[src/rtl/ssa_pkg.sv]
// Shared types, codes and sizes for the segment scatter-add engine.
// No dependencies; every other file refers to this package by scoped names.
package ssa_pkg;

	localparam int STORE_DEPTH = 4096;
	localparam int ADDR_W      = $clog2(STORE_DEPTH);
	localparam int CFG_W       = 13;
	localparam int COL_W       = 12;
	localparam int TGT_W       = 2 * CFG_W + 1;
	localparam int MAX_WIDTH   = 4096;

	localparam logic [1:0] CMD_ACCUMULATE = 2'd0;
	localparam logic [1:0] CMD_READ       = 2'd1;
	localparam logic [1:0] CMD_WRITE      = 2'd2;

	localparam logic [1:0] ST_DONE    = 2'd0;
	localparam logic [1:0] ST_SKIPPED = 2'd1;
	localparam logic [1:0] ST_BEYOND  = 2'd2;

	localparam logic [1:0] REG_ROW_WIDTH      = 2'd0;
	localparam logic [1:0] REG_OUT_ROW_STRIDE = 2'd1;
	localparam logic [1:0] REG_NUM_SEGMENTS   = 2'd2;

	typedef struct packed {
		logic [1:0]         command;
		logic signed [31:0] value;
		logic signed [31:0] segment_index;
		logic [11:0]        entry_address;
		logic               last_element;
	} req_t;

	typedef struct packed {
		logic signed [31:0] read_data;
		logic [1:0]         status;
	} rsp_t;

	typedef struct packed {
		logic clear;
		logic capture;
		logic calc;
		logic addr;
		logic exec;
	} ctl_t;

	typedef struct packed {
		logic clear_last;
	} sts_t;

endpackage

[src/rtl/ssa_ctrl.sv]
// Controller for the segment scatter-add engine: clearing pass, then one request at a time.
// Depends on ssa_pkg for the command and status structs.
module ssa_ctrl (
	input  logic          clk,
	input  logic          arst_n,
	input  logic          start,
	input  ssa_pkg::sts_t sts,
	output ssa_pkg::ctl_t ctl,
	output logic          busy,
	output logic          done
);

	typedef enum logic [2:0] {
		S_CLEAR,
		S_IDLE,
		S_CALC,
		S_ADDR,
		S_EXEC
	} state_t;

	state_t state_q;
	logic   done_q;

	always_ff @(posedge clk or negedge arst_n) begin
		if (!arst_n) begin
			state_q <= S_CLEAR;
			done_q  <= 1'b0;
		end else begin
			done_q <= 1'b0;
			case (state_q)
				S_CLEAR: begin
					if (sts.clear_last)
						state_q <= S_IDLE;
				end
				S_IDLE: begin
					if (start)
						state_q <= S_CALC;
				end
				S_CALC: state_q <= S_ADDR;
				S_ADDR: state_q <= S_EXEC;
				S_EXEC: begin
					state_q <= S_IDLE;
					done_q  <= 1'b1;
				end
				default: state_q <= S_IDLE;
			endcase
		end
	end

	always_comb begin
		ctl.clear   = (state_q == S_CLEAR);
		ctl.capture = (state_q == S_IDLE) && start;
		ctl.calc    = (state_q == S_CALC);
		ctl.addr    = (state_q == S_ADDR);
		ctl.exec    = (state_q == S_EXEC);
	end

	assign busy = (state_q != S_IDLE);
	assign done = done_q;

endmodule

[config.mk]
export PLATFORM = sky130hd
export DESIGN_NAME = ssa_ctrl
export DESIGN_NICKNAME = d
export VERILOG_FILES = /design/src/rtl/ssa_pkg.sv /design/src/rtl/ssa_ctrl.sv
export SDC_FILE = /design/constraint.sdc
export NUM_CORES = 1
export LEC_CHECK = 0
export ABC_AREA = 1
export ABC_CLOCK_PERIOD_IN_PS = 900
export BUFFER_PORTS_ARGS = -buffer_cell sky130_fd_sc_hd__buf_2
export CAP_MARGIN = 20
export CORE_AREA = 4 4 41 43
export CTS_BUF_LIST = sky130_fd_sc_hd__clkbuf_4 sky130_fd_sc_hd__clkbuf_8 sky130_fd_sc_hd__clkbuf_16
export CTS_CLUSTER_SIZE = 16
export DETAILED_ROUTE_END_ITERATION = 7
export DIE_AREA = 0 0 45 47
export GPL_ROUTABILITY_DRIVEN = 1
export PLACE_DENSITY = 0.36
export SYNTH_ARGS = -nofsm -noshare
export SYNTH_HDL_FRONTEND = slang
export SYNTH_SLANG_ARGS = --single-unit
[constraint.sdc]
create_clock -name clk -period 0.9 [get_ports clk]
set_input_delay 0 -clock clk [delete_from_list [all_inputs] [get_ports clk]]
set_output_delay 0 -clock clk [all_outputs]
set_load 0.1 [all_outputs]
; Yosys cells after proc, flatten, opt, wreduce, memory -nomap -nowiden
; Cells that the tools add are included.
[op_classes]
eq_ne = 7
mux = 4
reduce_logical = 3
[op_table]
columns = operator, count
row1 = case mux 3 bit (4 select lines), 1
row2 = "equality test 3 x 2 -> 1 bit, second input constant", 2
row3 = 2-to-1 mux 3 bit, 2
row4 = "!= test 2 bit, second input constant", 2
row5 = "equality test 3 x 1 -> 1 bit, second input constant", 1
row6 = "equality test 3 bit, second input constant", 1
row7 = zero test 3 bit, 1
row8 = "!= test 3 x 1 -> 1 bit, second input constant", 1
row9 = AND reduction 2 bit, 1
row10 = logical AND 1 bit, 1
row11 = 2-to-1 mux 1 bit, 1
[word_totals]
ff_bits = 4
inputBits = 4
out_inout_bits = 7
word_cells = 16

; Logic depth before layout (Yosys ltp)
; Gate-level depths: netlist of run 1.
[logic_depth]
depth_word = 3
ltp_mapped = 6
ltp_nobuf = 6

; Worst setup path before layout of run 1
; Ideal clock, no wire load.
[synth_path]
path_kind = flip-flop to flip-flop
start = register state_q[2]
end = register done_q (netlist: done)
setup_ns = 0.345
arrival_time_ns = 2.567
required_time_ns = 0.555
slack_ns = -2.011
stages_incl_launch_ff = 3
n_path_buf = 0
period_less_slack_ns = 2.911
cell_sequence = dfrtp_1 inv_1 nor3_1
[synth_lines]
columns = item, line
row1 = from (decl), ssa_ctrl.sv:21  ; state_t state_q;
row2 = from (signal assigned), ssa_ctrl.sv:26  ; state_q <= S_CLEAR;
row3 = from (signal assigned), ssa_ctrl.sv:33  ; state_q <= S_IDLE;
row4 = from (signal assigned), ssa_ctrl.sv:37  ; state_q <= S_CALC;
row5 = to (signal assigned), ssa_ctrl.sv:27  ; done_q <= 1'b0;
row6 = to (signal assigned), ssa_ctrl.sv:29  ; done_q <= 1'b0;
row7 = to (signal assigned), ssa_ctrl.sv:43  ; done_q <= 1'b1;
row8 = to (decl), ssa_ctrl.sv:22  ; logic done_q;

==> reports/qor.txt, run 1 <==
WHS Path Cells: 3
Setup WS post-layout: -0.3449 ns
vias: 254
Final Setup Violations: 8
largest net degree at the start of global routing: 5
drt pass-1 iters: 4
crit end category: output pin
CTS root buf: clkbuf_4
CTS tree: built
die area: 2115 µm²
Post-Synth Adder-Cell Area: 0
largest family of logic cells by synthesized area: simple AND/OR/NAND/NOR gates
Fmax achieved: 803.3 MHz
post-synthesis simple-gate area fraction: 0.3675
cell mode on critical path: nor2_4
Max Cap Viol: 0
Via-to-Cell Ratio: 3.908
deepest clock path buffer count: 2
xor/xnor share of the synthesized area: 0
final worst path period need: 1.245 ns
final instance area: 590.6 µm²
Synth Area in Compound Gates: 0.02410
Period Utilization, post-route: 1.383
WL final: 687 µm
startpoint class of the critical path: flip-flop
cells on worst reg2reg path: 6
total CTS buffers: 3
Max-slew headroom: 0.8578
hold slack: 0.02077 ns
layout cells sized above 1: 0.8400
Synth Register Bits: 4
GP Congestion: 0.6916
Clock Latency Late Sink: 0.24 ns
CTS H-Tree Depth: 1
mux cell area share after synthesis: 0
RSZ-0062 raised after global routing: yes
Worst-Margin Slew: 0.2127 ns
most common cell after layout, fill and taps aside: buf_12
crit-path max FO: 3
status: finished, violations left
Chip Height: 47 µm
filler cell count: 137
Synth cell types: 11
Ports: 11
IO Port Bufs: 10
die extent in x: 45 µm
most frequent cells in the layout: buf_12, buf_6, clkbuf_4
CP peak stage delay: 0.44 ns
critical path class: reg -> out
Initial Util: 0.1596
failing checks: setup timing
Synth Warn #: 0
Fin. Hold Viols: 0
CP required: 0.90 ns
syn_nets: 31
Mapped Cells: 27
vias in the first global route: 257
HP Class: in -> reg
Clock transition at path regs: 0.05 ns
DP HPWL: 517.5 µm
setup_tns: -2.114 ns
GR Overflow Total: 0
Sequential Area: 102.6 µm²
total core area: 1301 µm²
Antenna Violating Nets Remaining: 0
wire per inst: 10.57 µm
Non-Filler Instances: 65
dpl cells: 56
critical path cell sequence: nor2_4 -> nand2_8 -> nor2_4 -> buf_12
clock sinks: 4
post-synthesis sequential area ratio: 0.4819
Arr. time, crit path: 1.24 ns
DR iter-0 viols: 3
placed inst area: 466.7 µm²
Mapped Avg Cell Area: 7.693 µm²
fin nets: 55
initial antenna violation count: 0
GRT Util Overall: 0.06973
Area Overhead vs Synth: 184.3%
clock skew: 0.007455 ns
critical path's slowest cell: dfrtp_2
synthesized cell area: 207.7 µm²
Max Slew Vio Count: 0
Row Count: 13
Multi-input gate area: 156.4 µm²
# diodes: 0
residual DRC count: 0
global-route wire length before repair: 1.007 mm
-- stage by stage --
stage	setup slack (ns)	utilization
4_1_cts	-0.3413	0.4163
3_5_place_dp	-0.1117	0.3587
5_1_grt	-0.3866	0.4538
6_report	-0.3449	0.4538
3_3_place_gp	-0.1098	0.3587
2_1_floorplan	-0.5985	-
-- cells in the mapped netlist --
library cell,n,area share
inv_1,5,0.090
dfrtp_1,4,0.48
nor2_1,4,0.072
nand2_1,3,0.054
nor3_1,3,0.072
inv_2,2,0.036
nand3_1,2,0.048
nand2_2,1,0.030
nand3b_1,1,0.036
nor2_4,1,0.054
o21ai_1,1,0.024
-- critical path, delay by kind of cell (launching register included) --
family                 cells  cell delay [ns]
flip-flops                 1             0.44
AND/OR/NAND/NOR            3             0.38
buffers and inverters      1             0.18
-- final timing paths --
check                      startpoint    endpoint  slack [ns]
setup / recovery           state_q[2]      ctl[3]       -0.34
hold / removal                    sts  state_q[0]        0.02
setup reg to reg           state_q[2]  state_q[1]       -0.18
hold reg to reg            state_q[1]        done        0.56
max in group asynchronous      arst_n  state_q[1]        0.65
min in group asynchronous      arst_n  state_q[2]        0.11
-- final cells by class --
| type | instances | area share |
|---|---|---|
| Timing Repair Buffer | 19 | 0.4131 |
| Multi-Input combinational cell | 16 | 0.2648 |
| Sequential cell | 4 | 0.1737 |
| Inverter | 7 | 0.06568 |
| Clock buffer | 4 | 0.05085 |
| Tap cell | 15 | 0.03178 |
-- state kept, by name (all words and copies together) (netlist names) --
name,flops
done,1
state_q,3
-- logic make-up after synthesis --
logic type | after synthesis
simple gates | 15
buf+inv | 7
flops | 4
compound gates | 1
-- repair_timing --
| item | CTS | global route |
|---|---|---|
| hold buffers | 1 | 0 |
| resized for setup | 7 | 9 |
| buffers inserted | 2 | 2 |
| setup endpoints to repair | 8 | 8 |
| hold endpoints to repair | 4 | 0 |
| pin swaps | 4 | 3 |
-- per-layer routing --
layer  share of wire  track usage  vias up  wire (µm)
met5               0            0        -          0
met4           0.017      0.07018        0         12
met3           0.055      0.01533        2         38
met2            0.55       0.1215        9        377
met1            0.37      0.06651      117        257
li1                -            -      126          -
Power of run 1 is left out: the tool's default activity adds up to more than one toggle a clock period on the data nets, which glitch-free logic cannot reach.
==> inputs of run 2 (changes only) <==
- ABC_CLOCK_PERIOD_IN_PS: 900 -> 1200
- clock period: 0.9 -> 1.2 ns (I/O delays scaled with it)
==> run 2 against run 1 <==
  * The run still ends with setup timing left
  * Sequential cell count is the same
  * Register-to-register slack improved by 0.28 ns
  * Wire length decreased by 19%
  * Via count shrank 5.5%
  * Global-route usage up 0.17 points
  * Die area unchanged
  * Critical path depth did not move
  * Critical endpoint unchanged
  * Count of clock-buffer cells in the layout stayed put
  * Clock skew rose by 0.0014 ns
  * Cell count fell by 3.1%
  * Worst hold slack gained 0.0062 ns
==> reports/qor.txt, run 2 (synthesis results as in run 1) <==
status: finished, violations left
failing checks: setup timing
met3 Track Usage GR: 0.003831 (-0.01149)
GRT Util Overall: 0.07143 (+0.001698)
wire per inst: 8.841 µm (-16%)
drt pass-1 iters: 1 (-3)
Max-slew headroom: 0.6764 (-0.1814)
vias: 240 (-5.5%)
GR Util met1: 0.07834 (+0.01183)
Setup WS post-layout: -0.03141 ns (+0.3135 ns)
CTS H-Tree Depth: 1 (unchanged)
deepest clock path buffer count: 2 (unchanged)
critical path's slowest cell: dfrtp_2
residual DRC count: 0 (unchanged)
clock sinks: 4 (unchanged)
most used routing layer: met4
HP Class: in -> reg
Clock Latency Late Sink: 0.23 ns (about the same)
Fmax achieved: 812.1 MHz
CP peak stage delay: 0.45 ns (about the same)
Max Cap Viol: 0 (unchanged)
total core area: 1301 µm² (unchanged)
hold slack: 0.02699 ns (+0.006227 ns)
die extent in x: 45 µm (unchanged)
GP Congestion: 0.6854 (-0.90%)
startpoint class of the critical path: flip-flop
final worst path period need: 1.231 ns
Period Utilization, post-route: 1.026
initial antenna violation count: 0 (unchanged)
critical path cell sequence: nor2_4 -> nand2_8 -> nor2_4 -> buf_12
DP HPWL: 446.4 µm (-14%)
Antenna Violating Nets Remaining: 0 (unchanged)
Via-to-Cell Ratio: 3.810 (-2.5%)
Ports: 11 (unchanged)
vias in the first global route: 268 (+4.3%)
Largest Register: state_q
CTS tree: built
crit-path max FO: 4 (+1)
Clock transition at path regs: 0.04 ns (about the same)
Worst-Margin Slew: 0.4888 ns (+0.2761 ns)
most frequent cells in the layout: buf_12, buf_4, clkbuf_4, buf_2
Initial Util: 0.1596 (unchanged)
global-route wire length before repair: 1.035 mm (+2.8%)
cell mode on critical path: nor2_4
Chip Height: 47 µm (unchanged)
Final Setup Violations: 3 (-5)
# diodes: 0 (unchanged)
Area Overhead vs Synth: 144.0%
met2 Usage GRT: 0.1045 (-0.01695)
WL final: 557 µm (-19%)
largest net degree at the start of global routing: 5 (unchanged)
crit end category: output pin
IO Port Bufs: 10 (unchanged)
CTS root buf: clkbuf_4
GR Overflow Total: 0 (unchanged)
total CTS buffers: 3 (unchanged)
fin nets: 53 (-3.6%)
Max Slew Vio Count: 0 (unchanged)
most common cell after layout, fill and taps aside: buf_12
clock skew: 0.008857 ns (+0.001403 ns)
Largest register FFs: 3 (unchanged)
Fin. Hold Viols: 0 (unchanged)
critical path class: reg -> out
CP required: 1.20 ns (+0.30 ns)
RSZ-0062 raised after global routing: yes
DR iter-0 viols: 0 (-3)
die area: 2115 µm² (unchanged)
Arr. time, crit path: 1.23 ns (about the same)
Row Count: 13 (unchanged)
layout cells sized above 1: 0.6667 (-0.1733)
run 2: cell types whose count changed in the layout (fill, tap and decap cells not counted), sizes merged:
| cell | previous run | this run |
|---|---|---|
| clkinvlp | 2 | 0 |
| buf | 18 | 16 |
| inv | 5 | 7 |
run 2: worst paths after layout:
kind | from | cells past startpoint | to | slack (ns)
worst min-delay path | sts | 3 | state_q[0] | 0.03
min in group asynchronous | arst_n | 2 | state_q[2] | 0.09
max in group asynchronous | arst_n | 2 | state_q[1] | 0.97
worst max register to register | state_q[2] | 6 | state_q[1] | 0.10
worst max-delay path | state_q[2] | 4 | ctl[3] | -0.03
worst min register to register | state_q[2] | 1 | state_q[2] | 0.54
run 2: layout make-up:
class,count,area [µm²]
fillers,142,794.5
repair buffers,17,198.9
multi-input cells,16,127.6
flip-flops and latches,4,102.6
clock buffers,4,30.03
inverters,7,28.78
well taps,15,18.77
run 2: worst max-delay path: cells and delay by family, from the launching register on:
| family | cells | cell delay (ns) |
|---|---|---|
| buffers and inverters | 1 | 0.18 |
| DFF | 1 | 0.45 |
| and+or+nand+nor | 3 | 0.36 |
run 2: layer usage:
layer | share of wire | routed length [µm]
met3 | 0.048 | 27
met1 | 0.42 | 234
met5 | 0 | 0
met2 | 0.50 | 276
met4 | 0.034 | 19
run 2: repair_timing:
item,CTS,global route
pin swaps,5,4
setup buffers,5,1
endpoints found under the hold margin,4,0
gates resized for setup,3,2
setup endpoints to repair,3,5
hold buffers,1,0
run 2: per-stage QoR:
step / instances / worst slack [ns] / utilization / setup TNS, ns / cell area (µm²)
after floorplan: 27 / -0.2985 / - / -0.6483 / 252.7
after global placement: 52 / 0.1315 / 0.3163 / 0 / 411.6
after detailed placement: 52 / 0.1325 / 0.3163 / 0 / 411.6
after CTS: 62 / -0.02224 / 0.3798 / -0.06350 / 494.2
after global routing: 63 / -0.08549 / 0.3894 / -0.3243 / 506.7
final: 63 / -0.03141 / 0.3894 / -0.03594 / 506.7
Power of run 2 is left out for the same reason.
==> inputs of run 3 (changes only) <==
==> constraint.sdc (replaced) <==
create_clock -name clk -period 1.2 [get_ports clk]
set_input_delay 0.12 -clock clk [delete_from_list [all_inputs] [get_ports clk]]
set_output_delay 0.12 -clock clk [all_outputs]
set_load 0.1 [all_outputs]
==> run 3 against run 2 <==
  * The run still ends with setup timing left
  * Clock skew down 0.0034 ns
  * Sequential cell count unchanged
  * Maximum frequency down 8.0%
  * Critical path type unchanged
  * Largest cell class unchanged
  * Highest routed layer unchanged
==> reports/qor.txt, run 3 (synthesis results as in run 1) <==
Clock Latency Late Sink: 0.24 ns (about the same)
CP delay by family, top: flip-flops
residual DRC count: 0 (unchanged)
die extent in x: 45 µm (unchanged)
critical path class: reg -> out
crit end category: output pin
placed inst area: 441.7 µm² (+7.3%)
largest net degree at the start of global routing: 5 (unchanged)
initial antenna violation count: 0 (unchanged)
DR iter-0 viols: 1 (+1)
Antenna Violating Nets Remaining: 0 (unchanged)
Setup WS post-layout: -0.1391 ns (-0.1077 ns)
Clock transition at path regs: 0.04 ns (about the same)
startpoint class of the critical path: flip-flop
IO Port Bufs: 10 (unchanged)
Largest Register: state_q
GR Overflow Total: 0 (unchanged)
WL final: 571 µm (+2.5%)
global-route wire length before repair: 986 µm (-4.7%)
final instance area: 524.3 µm² (+3.5%)
CP peak stage delay: 0.46 ns (about the same)
most used routing layer: met4
vias: 240 (unchanged)
status: finished, violations left
total core area: 1301 µm² (unchanged)
total CTS buffers: 3 (unchanged)
filler cell count: 141 (-0.70%)
GP Congestion: 0.7034 (+2.6%)
wire per inst: 8.922 µm (+0.91%)
critical path cell sequence: nor2_4 -> nand2_8 -> nor2_4 -> buf_12
GRT Util Overall: 0.07216 (+0.0007364)
final worst path period need: 1.339 ns (+0.1077 ns)
Fmax achieved: 746.7 MHz (-8.0%)
met2 Usage GRT: 0.1017 (-0.002825)
critical path's slowest cell: dfrtp_2
Worst-Margin Slew: 0.4835 ns (-0.005239 ns)
CTS tree: built
# diodes: 0 (unchanged)
Ports: 11 (unchanged)
die area: 2115 µm² (unchanged)
Period Utilization, post-route: 1.116 (+0.08978)
Max Cap Viol: 0 (unchanged)
Max-slew headroom: 0.6799 (+0.003469)
Via-to-Cell Ratio: 3.750 (-1.6%)
HP Class: in -> reg
crit-path max FO: 4 (unchanged)
deepest clock path buffer count: 2 (unchanged)
Fin. Hold Viols: 0 (unchanged)
DP HPWL: 486.1 µm (+8.9%)
drt pass-1 iters: 2 (+1)
Final Setup Violations: 7 (+4)
Row Count: 13 (unchanged)
Chip Height: 47 µm (unchanged)
CTS H-Tree Depth: 1 (unchanged)
Initial Util: 0.1596 (unchanged)
clock sinks: 4 (unchanged)
Buf+Inv Stages, Crit Path: 1 (unchanged)
Largest register FFs: 3 (unchanged)
most frequent cells in the layout: buf_12, buf_4, clkbuf_4, buf_2
Final Core Density: 0.4029 (+0.01346)
fin nets: 54 (+1.9%)
met3 Track Usage GR: 0.01916 (+0.01533)
Area Overhead vs Synth: 152.4%
layout cells sized above 1: 0.6939 (+0.02721)
GR Util met1: 0.07356 (-0.004778)
RSZ-0062 raised after global routing: yes
clock skew: 0.005466 ns (-0.003392 ns)
CTS root buf: clkbuf_4
Max Slew Vio Count: 0 (unchanged)
Arr. time, crit path: 1.22 ns (about the same)
setup_tns: -0.5681 ns (-0.5321 ns)
cell mode on critical path: nor2_4
vias in the first global route: 256 (-4.5%)
failing checks: setup timing
CP required: 1.08 ns (-0.12 ns)
## run 3: changes by cell type in the layout (fill, tap and decap cells not counted), sizes merged
cell and delta:
clkinvlp +2, inv -2, buf +1
## run 3: worst min-delay path: cells and delay by family
kind | cells | cell delay (ns)
buffers and inverters | 1 | 0.08
AO/OA/AOI/OAI | 1 | 0.11
AND/OR/NAND/NOR | 1 | 0.04
## run 3: layout make-up
type / instances / area, µm² / share of cell area
clock buffers: 4 / 30.03 / 0.05728
repair buffers: 18 / 206.4 / 0.3938
multi-input cells: 16 / 130.1 / 0.2482
flip-flops and latches: 4 / 102.6 / 0.1957
inverters: 7 / 36.28 / 0.06921
well taps: 15 / 18.77 / 0.03580
## run 3: final timing paths
| path | from | endpoint | slack, ns | depth (start not counted) |
|---|---|---|---|---|
| worst min register to register | state_q[1] | done | 0.51 | 1 |
| worst max register to register | state_q[2] | state_q[1] | -0.03 | 7 |
| max in group asynchronous | arst_n | state_q[1] | 0.84 | 2 |
| min in group asynchronous | arst_n | state_q[2] | 0.22 | 2 |
| worst max-delay path | state_q[2] | ctl[3] | -0.14 | 4 |
| worst min-delay path | sts | state_q[0] | 0.17 | 3 |
## run 3: repair_timing
item,4_1_cts,5_1_grt
setup buffers,1,3
gates resized for setup,2,2
endpoints found under the hold margin,4,0
pin swaps,3,0
setup endpoints to repair,6,8
hold buffers,1,0
## run 3: routing by layer
| layer | share of wire | vias to the layer above |
|---|---|---|
| met1 | 0.40 | 102 |
| met2 | 0.47 | 11 |
| met3 | 0.070 | 2 |
| li1 | - | 125 |
| met4 | 0.060 | 0 |
| met5 | 0 | - |
## run 3: per-stage QoR
step / instances / setup slack [ns] / hold slack [ns]
2_1_floorplan: 27 / -0.2985 / -0.1756
3_3_place_gp: 55 / 0.07073 / -0.06947
3_5_place_dp: 55 / 0.05555 / -0.06854
4_1_cts: 61 / -0.1527 / 0.1681
5_1_grt: 64 / -0.2142 / 0.1768
6_report: 64 / -0.1391 / 0.1663
Power of run 3 is left out for the same reason.
